--- src/rtl/core/ddtr_pkg.sv ---
// Shared types, constants and helpers for the differential-drive rollout block.
// Used by ddtr_ctrl, ddtr_dp and diff_drive_trajectory_rollout_top.
`default_nettype none
package ddtr_pkg;

    localparam int unsigned MAX_STEPS_DEF  = 64;
    localparam int unsigned CORDIC_ITER_DEF = 16;
    localparam int unsigned ATAN_ENTRIES   = 24;

    localparam logic [15:0] STEP_TIME_RST  = 16'd6554;
    localparam logic [6:0]  STEP_COUNT_RST = 7'd10;

    localparam logic [7:0]  REG_STEP_TIME  = 8'd0;
    localparam logic [7:0]  REG_STEP_COUNT = 8'd1;

    localparam logic signed [18:0] YAW_PI      = 19'sd25736;
    localparam logic signed [18:0] YAW_TWO_PI  = 19'sd51472;
    localparam logic signed [15:0] YAW_HALF_PI = 16'sd12868;
    localparam logic signed [31:0] GAIN_Q30    = 32'sd652032874;

    typedef struct packed {
        logic signed [31:0] start_x;
        logic signed [31:0] start_y;
        logic signed [15:0] start_yaw;
        logic signed [15:0] linear_speed;
        logic signed [15:0] angular_speed;
    } t_in;

    typedef struct packed {
        logic signed [31:0] pose_x;
        logic signed [31:0] pose_y;
        logic signed [15:0] pose_yaw;
        logic               last_step;
    } t_out;

    typedef enum logic [2:0] {
        ST_IDLE,
        ST_SETUP,
        ST_FOLD,
        ST_GAIN,
        ST_ITER,
        ST_SAVE_LOCAL,
        ST_UPDATE
    } t_state;

    typedef struct packed {
        logic load_item;
        logic setup;
        logic fold;
        logic src_step;
        logic gain;
        logic iter;
        logic save_local;
        logic update;
    } t_cmd;

    typedef struct packed {
        logic n_zero;
        logic iter_last;
        logic out_free;
        logic steps_last;
    } t_status;

    function automatic logic signed [33:0] atan_q30(input logic [4:0] idx);
        logic signed [33:0] r;
        case (idx)
            5'd0:  r = 34'sh03243F6A8;
            5'd1:  r = 34'sh01DAC6705;
            5'd2:  r = 34'sh00FADBAFC;
            5'd3:  r = 34'sh007F56EA6;
            5'd4:  r = 34'sh003FEAB76;
            5'd5:  r = 34'sh001FFD55B;
            5'd6:  r = 34'sh000FFFAAA;
            5'd7:  r = 34'sh0007FFF55;
            5'd8:  r = 34'sh0003FFFEA;
            5'd9:  r = 34'sh0001FFFFD;
            5'd10: r = 34'sh0000FFFFF;
            5'd11: r = 34'sh00007FFFF;
            5'd12: r = 34'sh00003FFFF;
            5'd13: r = 34'sh00001FFFF;
            5'd14: r = 34'sh00000FFFF;
            5'd15: r = 34'sh000007FFF;
            5'd16: r = 34'sh000003FFF;
            5'd17: r = 34'sh000001FFF;
            5'd18: r = 34'sh000000FFF;
            5'd19: r = 34'sh0000007FF;
            5'd20: r = 34'sh0000003FF;
            5'd21: r = 34'sh0000001FF;
            5'd22: r = 34'sh0000000FF;
            5'd23: r = 34'sh00000007F;
            default: r = 34'sh0;
        endcase
        return r;
    endfunction

    // Two correction passes bring anything within +-3*pi into (-pi, pi].
    function automatic logic signed [15:0] wrap_yaw(input logic signed [18:0] a);
        logic signed [18:0] t;
        t = a;
        for (int k = 0; k < 2; k++) begin
            if (t > YAW_PI) t = t - YAW_TWO_PI;
            if (t <= -YAW_PI) t = t + YAW_TWO_PI;
        end
        return t[15:0];
    endfunction

    function automatic logic signed [31:0] sat32(input logic signed [36:0] v);
        logic signed [31:0] r;
        if (v > 37'sh007FFFFFFF) r = 32'sh7FFFFFFF;
        else if (v < -37'sh0080000000) r = 32'sh80000000;
        else r = v[31:0];
        return r;
    endfunction

endpackage
`default_nettype wire

--- src/rtl/core/ddtr_ctrl.sv ---
// Sequencer for the rollout: setup, local CORDIC rotation, then one rotation per step.
// Depends on ddtr_pkg; drives ddtr_dp through t_cmd and reads t_status.
`default_nettype none
module ddtr_ctrl
    import ddtr_pkg::*;
(
    input  wire logic    i_clk,
    input  wire logic    i_rst_n,
    input  wire logic    i_start,
    input  wire t_status i_status,
    output t_state       o_state,
    output t_cmd         o_cmd
);

    t_state r_state, n_state;
    logic   r_phase_step, n_phase_step;

    always_ff @(posedge i_clk) begin
        if (!i_rst_n) begin
            r_state      <= ST_IDLE;
            r_phase_step <= 1'b0;
        end else begin
            r_state      <= n_state;
            r_phase_step <= n_phase_step;
        end
    end

    always_comb begin
        n_state      = r_state;
        n_phase_step = r_phase_step;
        case (r_state)
            ST_IDLE: begin
                if (i_start) begin
                    n_state      = ST_SETUP;
                    n_phase_step = 1'b0;
                end
            end
            ST_SETUP: begin
                // no steps requested: drop the transaction
                if (i_status.n_zero) n_state = ST_IDLE;
                else n_state = ST_FOLD;
            end
            ST_FOLD:  n_state = ST_GAIN;
            ST_GAIN:  n_state = ST_ITER;
            ST_ITER: begin
                if (i_status.iter_last) n_state = r_phase_step ? ST_UPDATE : ST_SAVE_LOCAL;
            end
            ST_SAVE_LOCAL: begin
                n_state      = ST_FOLD;
                n_phase_step = 1'b1;
            end
            ST_UPDATE: begin
                if (i_status.out_free) n_state = i_status.steps_last ? ST_IDLE : ST_FOLD;
            end
            default: n_state = ST_IDLE;
        endcase
    end

    always_comb begin
        o_cmd          = '0;
        o_cmd.src_step = r_phase_step;
        case (r_state)
            ST_IDLE:       o_cmd.load_item  = i_start;
            ST_SETUP:      o_cmd.setup      = 1'b1;
            ST_FOLD:       o_cmd.fold       = 1'b1;
            ST_GAIN:       o_cmd.gain       = 1'b1;
            ST_ITER:       o_cmd.iter       = 1'b1;
            ST_SAVE_LOCAL: o_cmd.save_local = 1'b1;
            ST_UPDATE:     o_cmd.update     = i_status.out_free;
            default:       o_cmd            = '0;
        endcase
    end

    assign o_state = r_state;

endmodule
`default_nettype wire

--- config.mk ---
export PLATFORM = sky130hd
export DESIGN_NAME = ddtr_ctrl
export DESIGN_NICKNAME = d
export VERILOG_FILES = /design/src/rtl/core/ddtr_pkg.sv /design/src/rtl/core/ddtr_ctrl.sv
export SDC_FILE = /design/constraint.sdc
export NUM_CORES = 1
export LEC_CHECK = 0
export ABC_AREA = 1
export BUFFER_PORTS_ARGS = -buffer_cell sky130_fd_sc_hd__buf_4
export CORE_AREA = 2 2 39 41
export DETAILED_ROUTE_END_ITERATION = 10
export DIE_AREA = 0 0 41 43
export GPL_TIMING_DRIVEN = 1
export SYNTH_ARGS = -nofsm -noshare
export SYNTH_HDL_FRONTEND = slang
export SYNTH_SLANG_ARGS = --single-unit
export TNS_END_PERCENT = 30
--- constraint.sdc ---
create_clock -name i_clk -period 1.45 [get_ports i_clk]
set_clock_uncertainty 0.15 [all_clocks]
set_input_delay 0 -clock i_clk [delete_from_list [all_inputs] [get_ports i_clk]]
set_output_delay 0 -clock i_clk [all_outputs]
set_load 0.005 [all_outputs]
# Word-level counts from Yosys, hierarchy flattened
# Cells that the tools add are included.
# word_totals
register_bits	4
latch_bits	0
ramBits	0
mem_bits_ro	0
inputBits	7
out_inout_bits	11
wordCells	33
mem_count	0
# op_classes
n_addsub	0
n_mul	0
div	0
order_cmp	0
n_eq_ne	9
n_shift	0
n_mux	17
bitwise	0
n_reduce_logical	5
# ops
cell	n
$pmux 3 s7	1
$eq 3x3->1 const B	3
$mux 1	9
$mux 3	3
$reduce_or 7->1	1
$eq 3x2->1 const B	2
$mux 2	3
$ne 2x2->1 const B	3
$eq 3x1->1 const B	1
$logic_not 3->1	1
$reduce_and 3->1	1
$pmux 1 s2	1
$reduce_and 2->1	1
$reduce_bool 2->1	1

# Longest topological paths before layout
# Gate-level depths: netlist (run 1).
# logic_depth
ltp_word	3
mapped_depth	7
ltp_nobuf	6

# Worst setup path before layout (run 1)
# No wires, ideal clock.
# synth_path
path_type	reg-to-reg
from	reg r_state[1] (netlist: o_state[1])
to	reg r_state[2] (netlist: o_state[2])
setup_time_ps	112
arrival_ps	889
slack_ps	299
stages_incl_launch_ff	6
path_buffers	0
cell_sequence	dfxtp_1 nor2_4 nand3_2 nand3_2 nor2_1 nor2_2
# synth_between
elab_chain_cells	3
word_cells_on_any_way	12
# synth_rtl
item	line_no	rtl
start, declared	ddtr_ctrl.sv:15	t_state r_state, n_state;
start signal, assigned	ddtr_ctrl.sv:23	r_state <= n_state;
$eq 3x3->1 / $logic_not 3->1 (equally long branches)	ddtr_ctrl.sv:31	case (r_state)
$ne 2x2->1 (no line)	n/a	
$reduce_and 3->1 (no line)	n/a	
# Parallel ways exist; a longest one is shown, timed or not.
# A chain may end at the register's enable or synchronous reset.

==> reports/qor.yml, run 1 <==
sta:
  rsz0062_at_grt: "false"
  tightest_slew_ns: 0.1841
  post-route-min-period_ns: 1.258
  slew_headroom_pct: 87.73
  fmax_ghz: 0.7947
  finalHoldViolCount: 0
  setup-tns-final_ns: 0
  timing.final.crit_share_pct: 86.78
  fin_ws_ns: 0.1917
  finalSetupViolations: 0
  finalMaxSlewViolations: 0
floorplanning:
  io_pins: 18
  rows: 14
  die_area_mm2: 0.001763
  die_y_um: 43
  initial_utilization_pct: 25.59
  core_area_mm2: 0.001384
  fp.dieW_um: 41
logic_synthesis:
  ys_warn_count: 0
  async_flop_share_pct: 0
  synth.most_common_cell: "inv_1"
  synth_top_flop_cell: "dfxtp_1"
  seq_area_frac_synth_pct: 22.61
  synth-edff-count: 0
  synth_top_area_share_pct: 22.61
  avgSynthCellArea_um2: 6.105
  synth_nets: 65
  syn_area_um2: 354.1
  ys_seq_elements: 4
  synth_cell_type_count: 17
  ys_top_cells_by_count: "inv_1 (12), nand2_1 (11), nor2_1 (8)"
  yosys.area.top_type: "dfxtp_1"
  syn_inst: 58
  synth_top_cells_by_area: "dfxtp_1 (23%), inv_1 (13%), nand2_1 (12%)"
hold_path:
  hold_path_class: "primary input to flop"
cts:
  htreeDepth: 1
  cts_tree: "built"
  cts_made_buffers: 3
  clock_path_buffers: 2
  clock_latency_ns: 0.23
  clkSinkCount: 4
  ctsRootBufferMaster: "clkbuf_4"
  clkSlewWorstSetupHoldPaths_ns: 0.04
  postCtsSetupRepairBufs: 0
grt:
  grt_first_pass_wirelength_um: 1442
  grt_max_degree: 11
  antenna_found_initial: 0
  grt_use_total_pct: 12.02
  grt_overflow: 0
  grt_pass1_vias: 382
routing:
  drc: 0
  avgRoutedWirePerCell_um: 9.011
  initialDrtViolationCount: 13
  drt.antenna.violating_nets: 0
  first_pass_iters: 4
  totalWireLength_um: 856
  num_vias: 395
  viasPerCell: 4.158
placement:
  gp_congestion: 0.8577
  post-dp-hpwl_um: 729.9
  portBuffers: 17
  dp_slack_ns: 0.1449
  placed_area_um2: 494.2
final_layout:
  post-route-util_pct: 39.06
  diodes: 0
  area_delta_synth_final_pct: 52.65
  final_design_area_no_fill_um2: 540.5
  drive_gt1_share_pct: 46.84
  n_fill_cell: 164
  nNetsFinal: 88
power:
  ir_drop_mv: 0.7877
  leakagePower_nw: 0.3258
  p_per_area_mw_per_mm2: 1831
critical_path:
  end_kind: "primary output"
  crit_type: "flop to primary output"
  startpoint_type: "flop"
  critPathMaxFanout: 8
  cp.arrival_ns: 1.11
  cp.required_ns: 1.30
status:
  status: "completed"
run:
  maxCapViolCount: 0
## power by group
group,leakage (nW),switching [mW],internal [mW],total (mW)
registers,0.0339,0.101,0.164,0.265
clock network,0.0138,0.0434,0.0924,0.136
logic,0.278,0.304,0.285,0.589
## final timing paths
kind	from	end	cells past startpoint	slack (ns)
worst max-delay path	o_state[1]	o_cmd[4]	4	0.19
worst min-delay path	i_status[2]	o_state[1]	5	0.03
worst max register to register	o_state[2]	o_state[2]	5	0.28
worst min register to register	r_phase_step	r_phase_step	2	0.35
## layout make-up
cell class / count / area, um^2 / area share, %
Timing Repair Buffer: 20 / 155.1 / 28.70
Inverter: 13 / 50.05 / 9.259
Multi-Input combinational cell: 39 / 209.0 / 38.66
Sequential cell: 4 / 83.83 / 15.51
Tap cell: 16 / 20.02 / 3.704
Clock buffer: 3 / 22.52 / 4.167
## critical path, stage by stage, from the launching register on
cell     delay, ns
dfxtp_2       0.42
nand2_1       0.12
o21ai_0       0.15
inv_1         0.05
buf_4         0.13
## routing by layer
metal	vias up	global-route usage, %	routed length (um)
met5	-	0	0
li1	214	-	-
met4	0	6.000	0
met2	6	20.31	462
met1	175	13.74	351
met3	0	1.571	42
## flip-flops by register name, summed over array words and instances (netlist names)
| name | cells |
|---|---|
| o_state | 3 |
| r_phase_step | 1 |
## placed cells by master (no fill, tap or decap), types with 2 or more instances in the layout
cell type      instances
nand2_2                3
nand3_1                4
dlygate4sd3_1          2
nor2_2                 3
inv_1                 12
nor2_1                 8
dfxtp_2                3
clkbuf_4               3
buf_4                 18
nand3_2                3
nand2_1               11
## metrics by stage
step / power (mW) / hold slack, ns / instances
after floorplan: 0.6136 / -0.03956 / 58
after global placement: 0.8437 / 0.1228 / 90
after detailed placement: 0.8463 / 0.1257 / 90
after CTS: 0.9953 / 0.02572 / 95
after global routing: 1.089 / 0.06810 / 95
final: 0.9894 / 0.02744 / 95
## logic make-up after synthesis
| group | count (synthesis) | synth area share [%] |
|---|---|---|
| AND/OR/NAND/NOR | 35 | 52.30 |
| flip-flops | 4 | 22.62 |
| AO/OA/AOI/OAI | 4 | 6.710 |
| buffers and inverters | 15 | 18.37 |
## what timing repair did
item | in CTS | in global routing
endpoints found under the setup margin | 0 | 2
endpoints found under the hold margin | 4 | 0
resized for setup | 0 | 3
hold buffers | 2 | 0
No activity file was read; power rests on OpenSTA's default activity.
==> inputs of run 2 (changes only) <==
--- a/config.mk
+++ b/config.mk
@@ -5,12 +5,12 @@
 export SDC_FILE = /design/constraint.sdc
 export NUM_CORES = 1
 export LEC_CHECK = 0
-export ABC_AREA = 1
 export BUFFER_PORTS_ARGS = -buffer_cell sky130_fd_sc_hd__buf_4
 export CORE_AREA = 2 2 39 41
 export DETAILED_ROUTE_END_ITERATION = 10
 export DIE_AREA = 0 0 41 43
 export GPL_TIMING_DRIVEN = 1
+export HOLD_SLACK_MARGIN = 0.02
 export SYNTH_ARGS = -nofsm -noshare
 export SYNTH_HDL_FRONTEND = slang
 export SYNTH_SLANG_ARGS = --single-unit
==> reports/qor.yml, run 2 <==
final_layout:
  largest_reg_flops: 3  # unchanged
  n_fill_cell: 148  # was 164
  finalNonFillerCells: 71  # was 95
  drive_gt1_share_pct: 50.91  # was 46.84%
  area_delta_synth_final_pct: 64.29  # was 52.65%
  final_common_cell: "buf_4"  # unchanged
  layout_common_cells: "buf_4 (19), dlygate4sd3_1 (4)"  # was buf_4 (18), inv_1 (12), nand2_1 (11)
  diodes: 0  # unchanged
  nNetsFinal: 64  # was 88
logic_synthesis:
  synthMuxAreaShare_pct: 3.782  # was 0%
  yosys.area_share.simple_pct: 34.87  # was 52.30%
  synth_xor_area_share_pct: 0  # unchanged
  synth_top_flop_cell: "dfxtp_1"  # unchanged
  yosys.area.top_type: "dfxtp_1"  # unchanged
  yosys.area_share.adder_pct: 0  # unchanged
  synth-compound-area-share_pct: 21.43  # was 6.714%
  syn_area_um2: 297.8  # was 354.1 um^2
  ys_seq_elements: 4  # unchanged
  synth.most_common_cell: "dfxtp_1"  # was inv_1
  synth_top_cells_by_area: "dfxtp_1 (27%), nor4b_4 (8.0%), buf_6 (7.6%)"  # was dfxtp_1 (23%), inv_1 (13%), nand2_1 (12%)
  synth_nets: 40  # was 65
  seq_area_frac_synth_pct: 26.89  # was 22.61%
  synth_top_area_share_pct: 26.89  # was 22.61%
  syn_inst: 33  # was 58
  async_flop_share_pct: 0  # unchanged
  avgSynthCellArea_um2: 9.024  # was 6.105 um^2
  synth_cell_type_count: 21  # was 17
  synth-edff-count: 0  # unchanged
  ys_warn_count: 0  # unchanged
  ys_top_cells_by_count: "dfxtp_1 (4), nor2_1 (3), o21a_1 (3)"  # was inv_1 (12), nand2_1 (11), nor2_1 (8)
  synth_top_family_by_area: "simple AND/OR/NAND/NOR gates"  # unchanged
placement:
  dp_slack_ns: 0.1688  # was 0.1449 ns
  post-dp-hpwl_um: 549.8  # was 729.9 um
  portBuffers: 17  # unchanged
  gp_congestion: 0.6386  # was 0.8577
  place_inst: 64  # was 90
cts:
  htreeDepth: 1  # unchanged
  cts_tree: "built"  # unchanged
  clock_path_buffers: 2  # unchanged
  postCtsSetupRepairBufs: 0  # unchanged
  ctsRootBufferMaster: "clkbuf_4"  # unchanged
  clock_latency_ns: 0.23  # about the same
  cts_made_buffers: 3  # unchanged
  clkSlewWorstSetupHoldPaths_ns: 0.03  # was 0.04 ns
  clkSinkCount: 4  # unchanged
critical_path:
  end_kind: "primary output"  # unchanged
  cp_cell_sequence: "nand2b_1, nor2_1, buf_4"  # was nand2_1, o21ai_0, inv_1, buf_4
  crit_type: "flop to primary output"  # unchanged
  cp_slowest_stage_delay_ns: 0.58  # was 0.42 ns
  cp.required_ns: 1.30  # about the same
  critPathSlowestCell: "dfxtp_1"  # was dfxtp_2
  critPathMaxFanout: 13  # was 8
  startpoint_type: "flop"  # unchanged
  cp.arrival_ns: 1.19  # was 1.11 ns
grt:
  grt_first_pass_wirelength_um: 1117  # was 1442 um
  antenna_found_initial: 0  # unchanged
  grt_overflow: 0  # unchanged
  grt_use_total_pct: 9.710  # was 12.02%
  grt_max_degree: 14  # was 11
  grt_pass1_vias: 270  # was 382
sta:
  rsz0062_at_grt: "false"  # unchanged
  timing.final.crit_share_pct: 92.55  # was 86.78%
  tightest_slew_ns: 0.4335  # was 0.1841 ns
  post-route-min-period_ns: 1.342  # was 1.258 ns
  finalMaxSlewViolations: 0  # unchanged
  timing.hold.ws_ns: 0.05992  # was 0.02744 ns
  slew_headroom_pct: 71.06  # was 87.73%
  fmax_ghz: 0.7452  # was 0.7947 GHz
  finalSetupViolations: 0  # unchanged
  setup-tns-final_ns: 0  # unchanged
  finalHoldViolCount: 0  # unchanged
  fin_ws_ns: 0.1080  # was 0.1917 ns
routing:
  drt-met1-wl_um: 305  # was 351 um
  num_vias: 304  # was 395
  drt.antenna.violating_nets: 0  # unchanged
  wl_met2_um: 381  # was 462 um
  viasPerCell: 4.282  # was 4.158
  avgRoutedWirePerCell_um: 10.39  # was 9.011 um
  initialDrtViolationCount: 1  # was 13
  totalWireLength_um: 738  # was 856 um
  routed.top_layer: "met3"  # unchanged
  drc: 0  # unchanged
  first_pass_iters: 2  # was 4
  routed-wl-met3_um: 51  # was 42 um
floorplanning:
  fp.dieW_um: 41  # unchanged
  die_y_um: 43  # unchanged
  io_pins: 18  # unchanged
  core_area_mm2: 0.001384  # unchanged
  die_area_mm2: 0.001763  # unchanged
  initial_utilization_pct: 21.52  # was 25.59%
  rows: 14  # unchanged
power:
  ir_drop_mv: 0.2741  # was 0.7877 mV
  fin_total_pwr_mw: 0.3358  # was 0.9894 mW
  leakagePower_nw: 0.2229  # was 0.3258 nW
  p_per_area_mw_per_mm2: 686.4  # was 1831 mW/mm^2
status:
  status: "completed"  # unchanged
hold_path:
  hold_path_class: "primary input to flop"  # unchanged
run:
  maxCapViolCount: 0  # unchanged
[run 2: repair_timing]
action                                 in CTS  in global routing
resized for setup                           0                  1
setup endpoints to repair                   0                  1
endpoints found under the hold margin       4                  0
hold buffers                                4                  0
[run 2: metrics by stage]
step	area, um^2	util (%)
6_report	489.2	35.35
5_1_grt	489.2	35.35
4_1_cts	488.0	35.26
3_5_place_dp	425.4	30.74
3_3_place_gp	425.4	30.74
2_1_floorplan	297.8	-
[run 2: final timing paths]
path                     start         end  slack (ns)  depth (start not counted)
setup / recovery    o_state[0]    o_cmd[0]        0.11                          3
hold / removal     i_status[2]  o_state[1]        0.06                          4
setup reg to reg    o_state[0]  o_state[1]        0.17                          3
hold reg to reg   r_phase_step  o_state[0]        0.39                          2
[run 2: layout make-up]
| type | count | area (um^2) | area share [%] |
|---|---|---|---|
| Timing Repair Buffer | 23 | 182.7 | 37.34 |
| Multi-Input combinational cell | 24 | 178.9 | 36.57 |
| Inverter | 1 | 3.754 | 0.7673 |
| Clock buffer | 3 | 22.52 | 4.604 |
| Tap cell | 16 | 20.02 | 4.092 |
| Sequential cell | 4 | 81.33 | 16.62 |
[run 2: kinds of logic after synthesis]
family / count (synthesis)
simple gates: 14
mux: 1
compound gates: 9
buf+inv: 5
flops: 4
[run 2: metal layers]
layer | vias to the layer above | global-route usage [%]
met3 | 0 | 4.712
met1 | 133 | 10.51
met5 | - | 0
met2 | 8 | 14.37
met4 | 0 | 6.000
li1 | 163 | -
[run 2: critical path, delay by kind of cell (launching register included)]
family | cells | cell delay [ns]
buffers and inverters | 1 | 0.13
DFF | 1 | 0.58
and+or+nand+nor | 2 | 0.27
[run 2: power breakdown]
part	total, mW	internal, mW	switching (mW)
clock	0.133	0.0923	0.0411
sequential	0.129	0.116	0.0133
combinational	0.0734	0.0504	0.0230
==> inputs of run 3 (changes only) <==
--- a/config.mk
+++ b/config.mk
@@ -5,7 +5,7 @@
 export SDC_FILE = /design/constraint.sdc
 export NUM_CORES = 1
 export LEC_CHECK = 0
-export BUFFER_PORTS_ARGS = -buffer_cell sky130_fd_sc_hd__buf_4
+export BUFFER_PORTS_ARGS = -buffer_cell sky130_fd_sc_hd__buf_2
 export CORE_AREA = 2 2 39 41
 export DETAILED_ROUTE_END_ITERATION = 10
 export DIE_AREA = 0 0 41 43
==> reports/qor.yml, run 3 (synthesis results as in run 2) <==
routing:
  drc: 0  # unchanged
  first_pass_iters: 4  # was 2
  viasPerCell: 4.324  # was 4.282
  totalWireLength_um: 812  # was 738 um
  avgRoutedWirePerCell_um: 11.44  # was 10.39 um
  drt.antenna.violating_nets: 0  # unchanged
  num_vias: 307  # was 304
  initialDrtViolationCount: 3  # was 1
critical_path:
  startpoint_type: "flop"  # unchanged
  critPathSlowestCell: "dfxtp_1"  # unchanged
  cp_cell_sequence: "and3b_2, buf_2"  # was nand2b_1, nor2_1, buf_4
  cp.required_ns: 1.30  # about the same
  cp.arrival_ns: 1.22  # was 1.19 ns
  cp_slowest_stage_delay_ns: 0.60  # was 0.58 ns
  end_kind: "primary output"  # unchanged
  critPathMaxFanout: 13  # unchanged
  crit_type: "flop to primary output"  # unchanged
placement:
  gp_congestion: 0.6485  # was 0.6386
  post-dp-hpwl_um: 572  # was 549.8 um
  portBuffers: 17  # unchanged
  placed_area_um2: 382.9  # was 425.4 um^2
sta:
  fmax_ghz: 0.7304  # was 0.7452 GHz
  finalHoldViolCount: 0  # unchanged
  finalSetupViolations: 0  # unchanged
  setup-tns-final_ns: 0  # unchanged
  rsz0062_at_grt: "false"  # unchanged
  timing.final.crit_share_pct: 94.42  # was 92.55%
  slew_headroom_pct: 69.10  # was 71.06%
  finalMaxSlewViolations: 0  # unchanged
  post-route-min-period_ns: 1.369  # was 1.342 ns
  tightest_slew_ns: 0.4629  # was 0.4335 ns
floorplanning:
  core_area_mm2: 0.001384  # unchanged
  die_area_mm2: 0.001763  # unchanged
  rows: 14  # unchanged
  fp.dieW_um: 41  # unchanged
  io_pins: 18  # unchanged
  initial_utilization_pct: 21.52  # unchanged
  die_y_um: 43  # unchanged
power:
  leakagePower_nw: 0.2173  # was 0.2229 nW
  intPower_mw: 0.2478  # was 0.2584 mW
  p_per_area_mw_per_mm2: 737.3  # was 686.4 mW/mm^2
  p_switching_mw: 0.08158  # was 0.07745 mW
  pwr-share-comb_pct: 19.1  # was 21.8%
  seqPwrFrac_pct: 39.4  # was 38.4%
  fin_total_pwr_mw: 0.3294  # was 0.3358 mW
  ir_drop_mv: 0.2726  # was 0.2741 mV
  power_frac_clock_pct: 41.5  # was 39.7%
  swShare_pct: 24.77  # was 23.06%
grt:
  grt_overflow: 0  # unchanged
  grt_pass1_vias: 292  # was 270
  antenna_found_initial: 0  # unchanged
  grt_first_pass_wirelength_um: 1186  # was 1117 um
  grt_use_total_pct: 10.32  # was 9.710%
  grt_max_degree: 14  # unchanged
cts:
  clkSlewWorstSetupHoldPaths_ns: 0.04  # was 0.03 ns
  ctsRootBufferMaster: "clkbuf_4"  # unchanged
  clkSinkCount: 4  # unchanged
  clock_latency_ns: 0.23  # about the same
  postCtsSetupRepairBufs: 0  # unchanged
  cts_tree: "built"  # unchanged
  htreeDepth: 1  # unchanged
  cts_made_buffers: 3  # unchanged
  clock_path_buffers: 2  # unchanged
final_layout:
  area_delta_synth_final_pct: 50.00  # was 64.29%
  n_fill_cell: 165  # was 148
  final_common_cell: "buf_2"  # was buf_4
  nNetsFinal: 64  # unchanged
  diodes: 0  # unchanged
  layout_common_cells: "buf_2 (17), dlygate4sd3_1 (4)"  # was buf_4 (19), dlygate4sd3_1 (4)
  largest_reg_flops: 3  # unchanged
  final_design_area_no_fill_um2: 446.7  # was 489.2 um^2
  drive_gt1_share_pct: 50.91  # unchanged
status:
  status: "completed"  # unchanged
run:
  maxCapViolCount: 0  # unchanged
hold_path:
  hold_path_class: "primary input to flop"  # unchanged
[run 3: changes by cell type in the layout (fill, tap and decap cells not counted)]
cell and delta:
buf_4 -17, buf_2 +17
[run 3: path summary, 6_finish.rpt]
path | startpoint | cells after the start | endpoint | slack [ns]
max | o_state[0] | 2 | o_cmd[3] | 0.08
min | i_status[2] | 4 | o_state[1] | 0.04
min reg2reg | r_phase_step | 2 | o_state[0] | 0.38
max reg2reg | o_state[0] | 3 | o_state[2] | 0.15
[run 3: power by group through the flow]
stage	Combinational, mW	Clock, mW	Sequential (mW)
floorplan	0.0409	0	0.122
global placement	0.0535	0	0.129
detailed placement	0.0545	0	0.130
CTS	0.0631	0.146	0.129
global route	0.0694	0.151	0.130
finish	0.0629	0.137	0.130
[run 3: repair_timing]
action	in CTS	in global routing
hold buffers	4	0
gates resized for setup	0	1
setup endpoints to repair	0	1
hold endpoints to repair	4	0
[run 3: layout make-up]
| class | count | area, um^2 | area share [%] |
|---|---|---|---|
| Tap cell | 16 | 20.02 | 4.482 |
| Inverter | 1 | 3.754 | 0.8403 |
| Timing Repair Buffer | 23 | 140.1 | 31.37 |
| Clock buffer | 3 | 22.52 | 5.042 |
| Multi-Input combinational cell | 24 | 178.9 | 40.06 |
| Sequential cell | 4 | 81.33 | 18.21 |
[run 3: worst max-delay path, delay by kind of cell (launching register included)]
kind / cells / cell delay, ns
and+or+nand+nor: 1 / 0.28
DFF: 1 / 0.60
buffers and inverters: 1 / 0.11
[run 3: through the flow]
step	setup slack, ns	hold WS [ns]	instances	utilization [%]
2_1_floorplan	0.2089	-0.06822	33	-
3_3_place_gp	0.1952	0.1030	64	27.67
3_5_place_dp	0.1667	0.1026	64	27.67
4_1_cts	0.004934	0.03530	71	32.19
5_1_grt	0.02846	0.07020	71	32.28
6_report	0.08094	0.04186	71	32.28
[run 3: metal layers]
metal	share of wire [%]	track usage (%)
met2	53	16.25
met1	41	10.54
met3	6.4	3.141
met5	0	0
met4	0	8.000
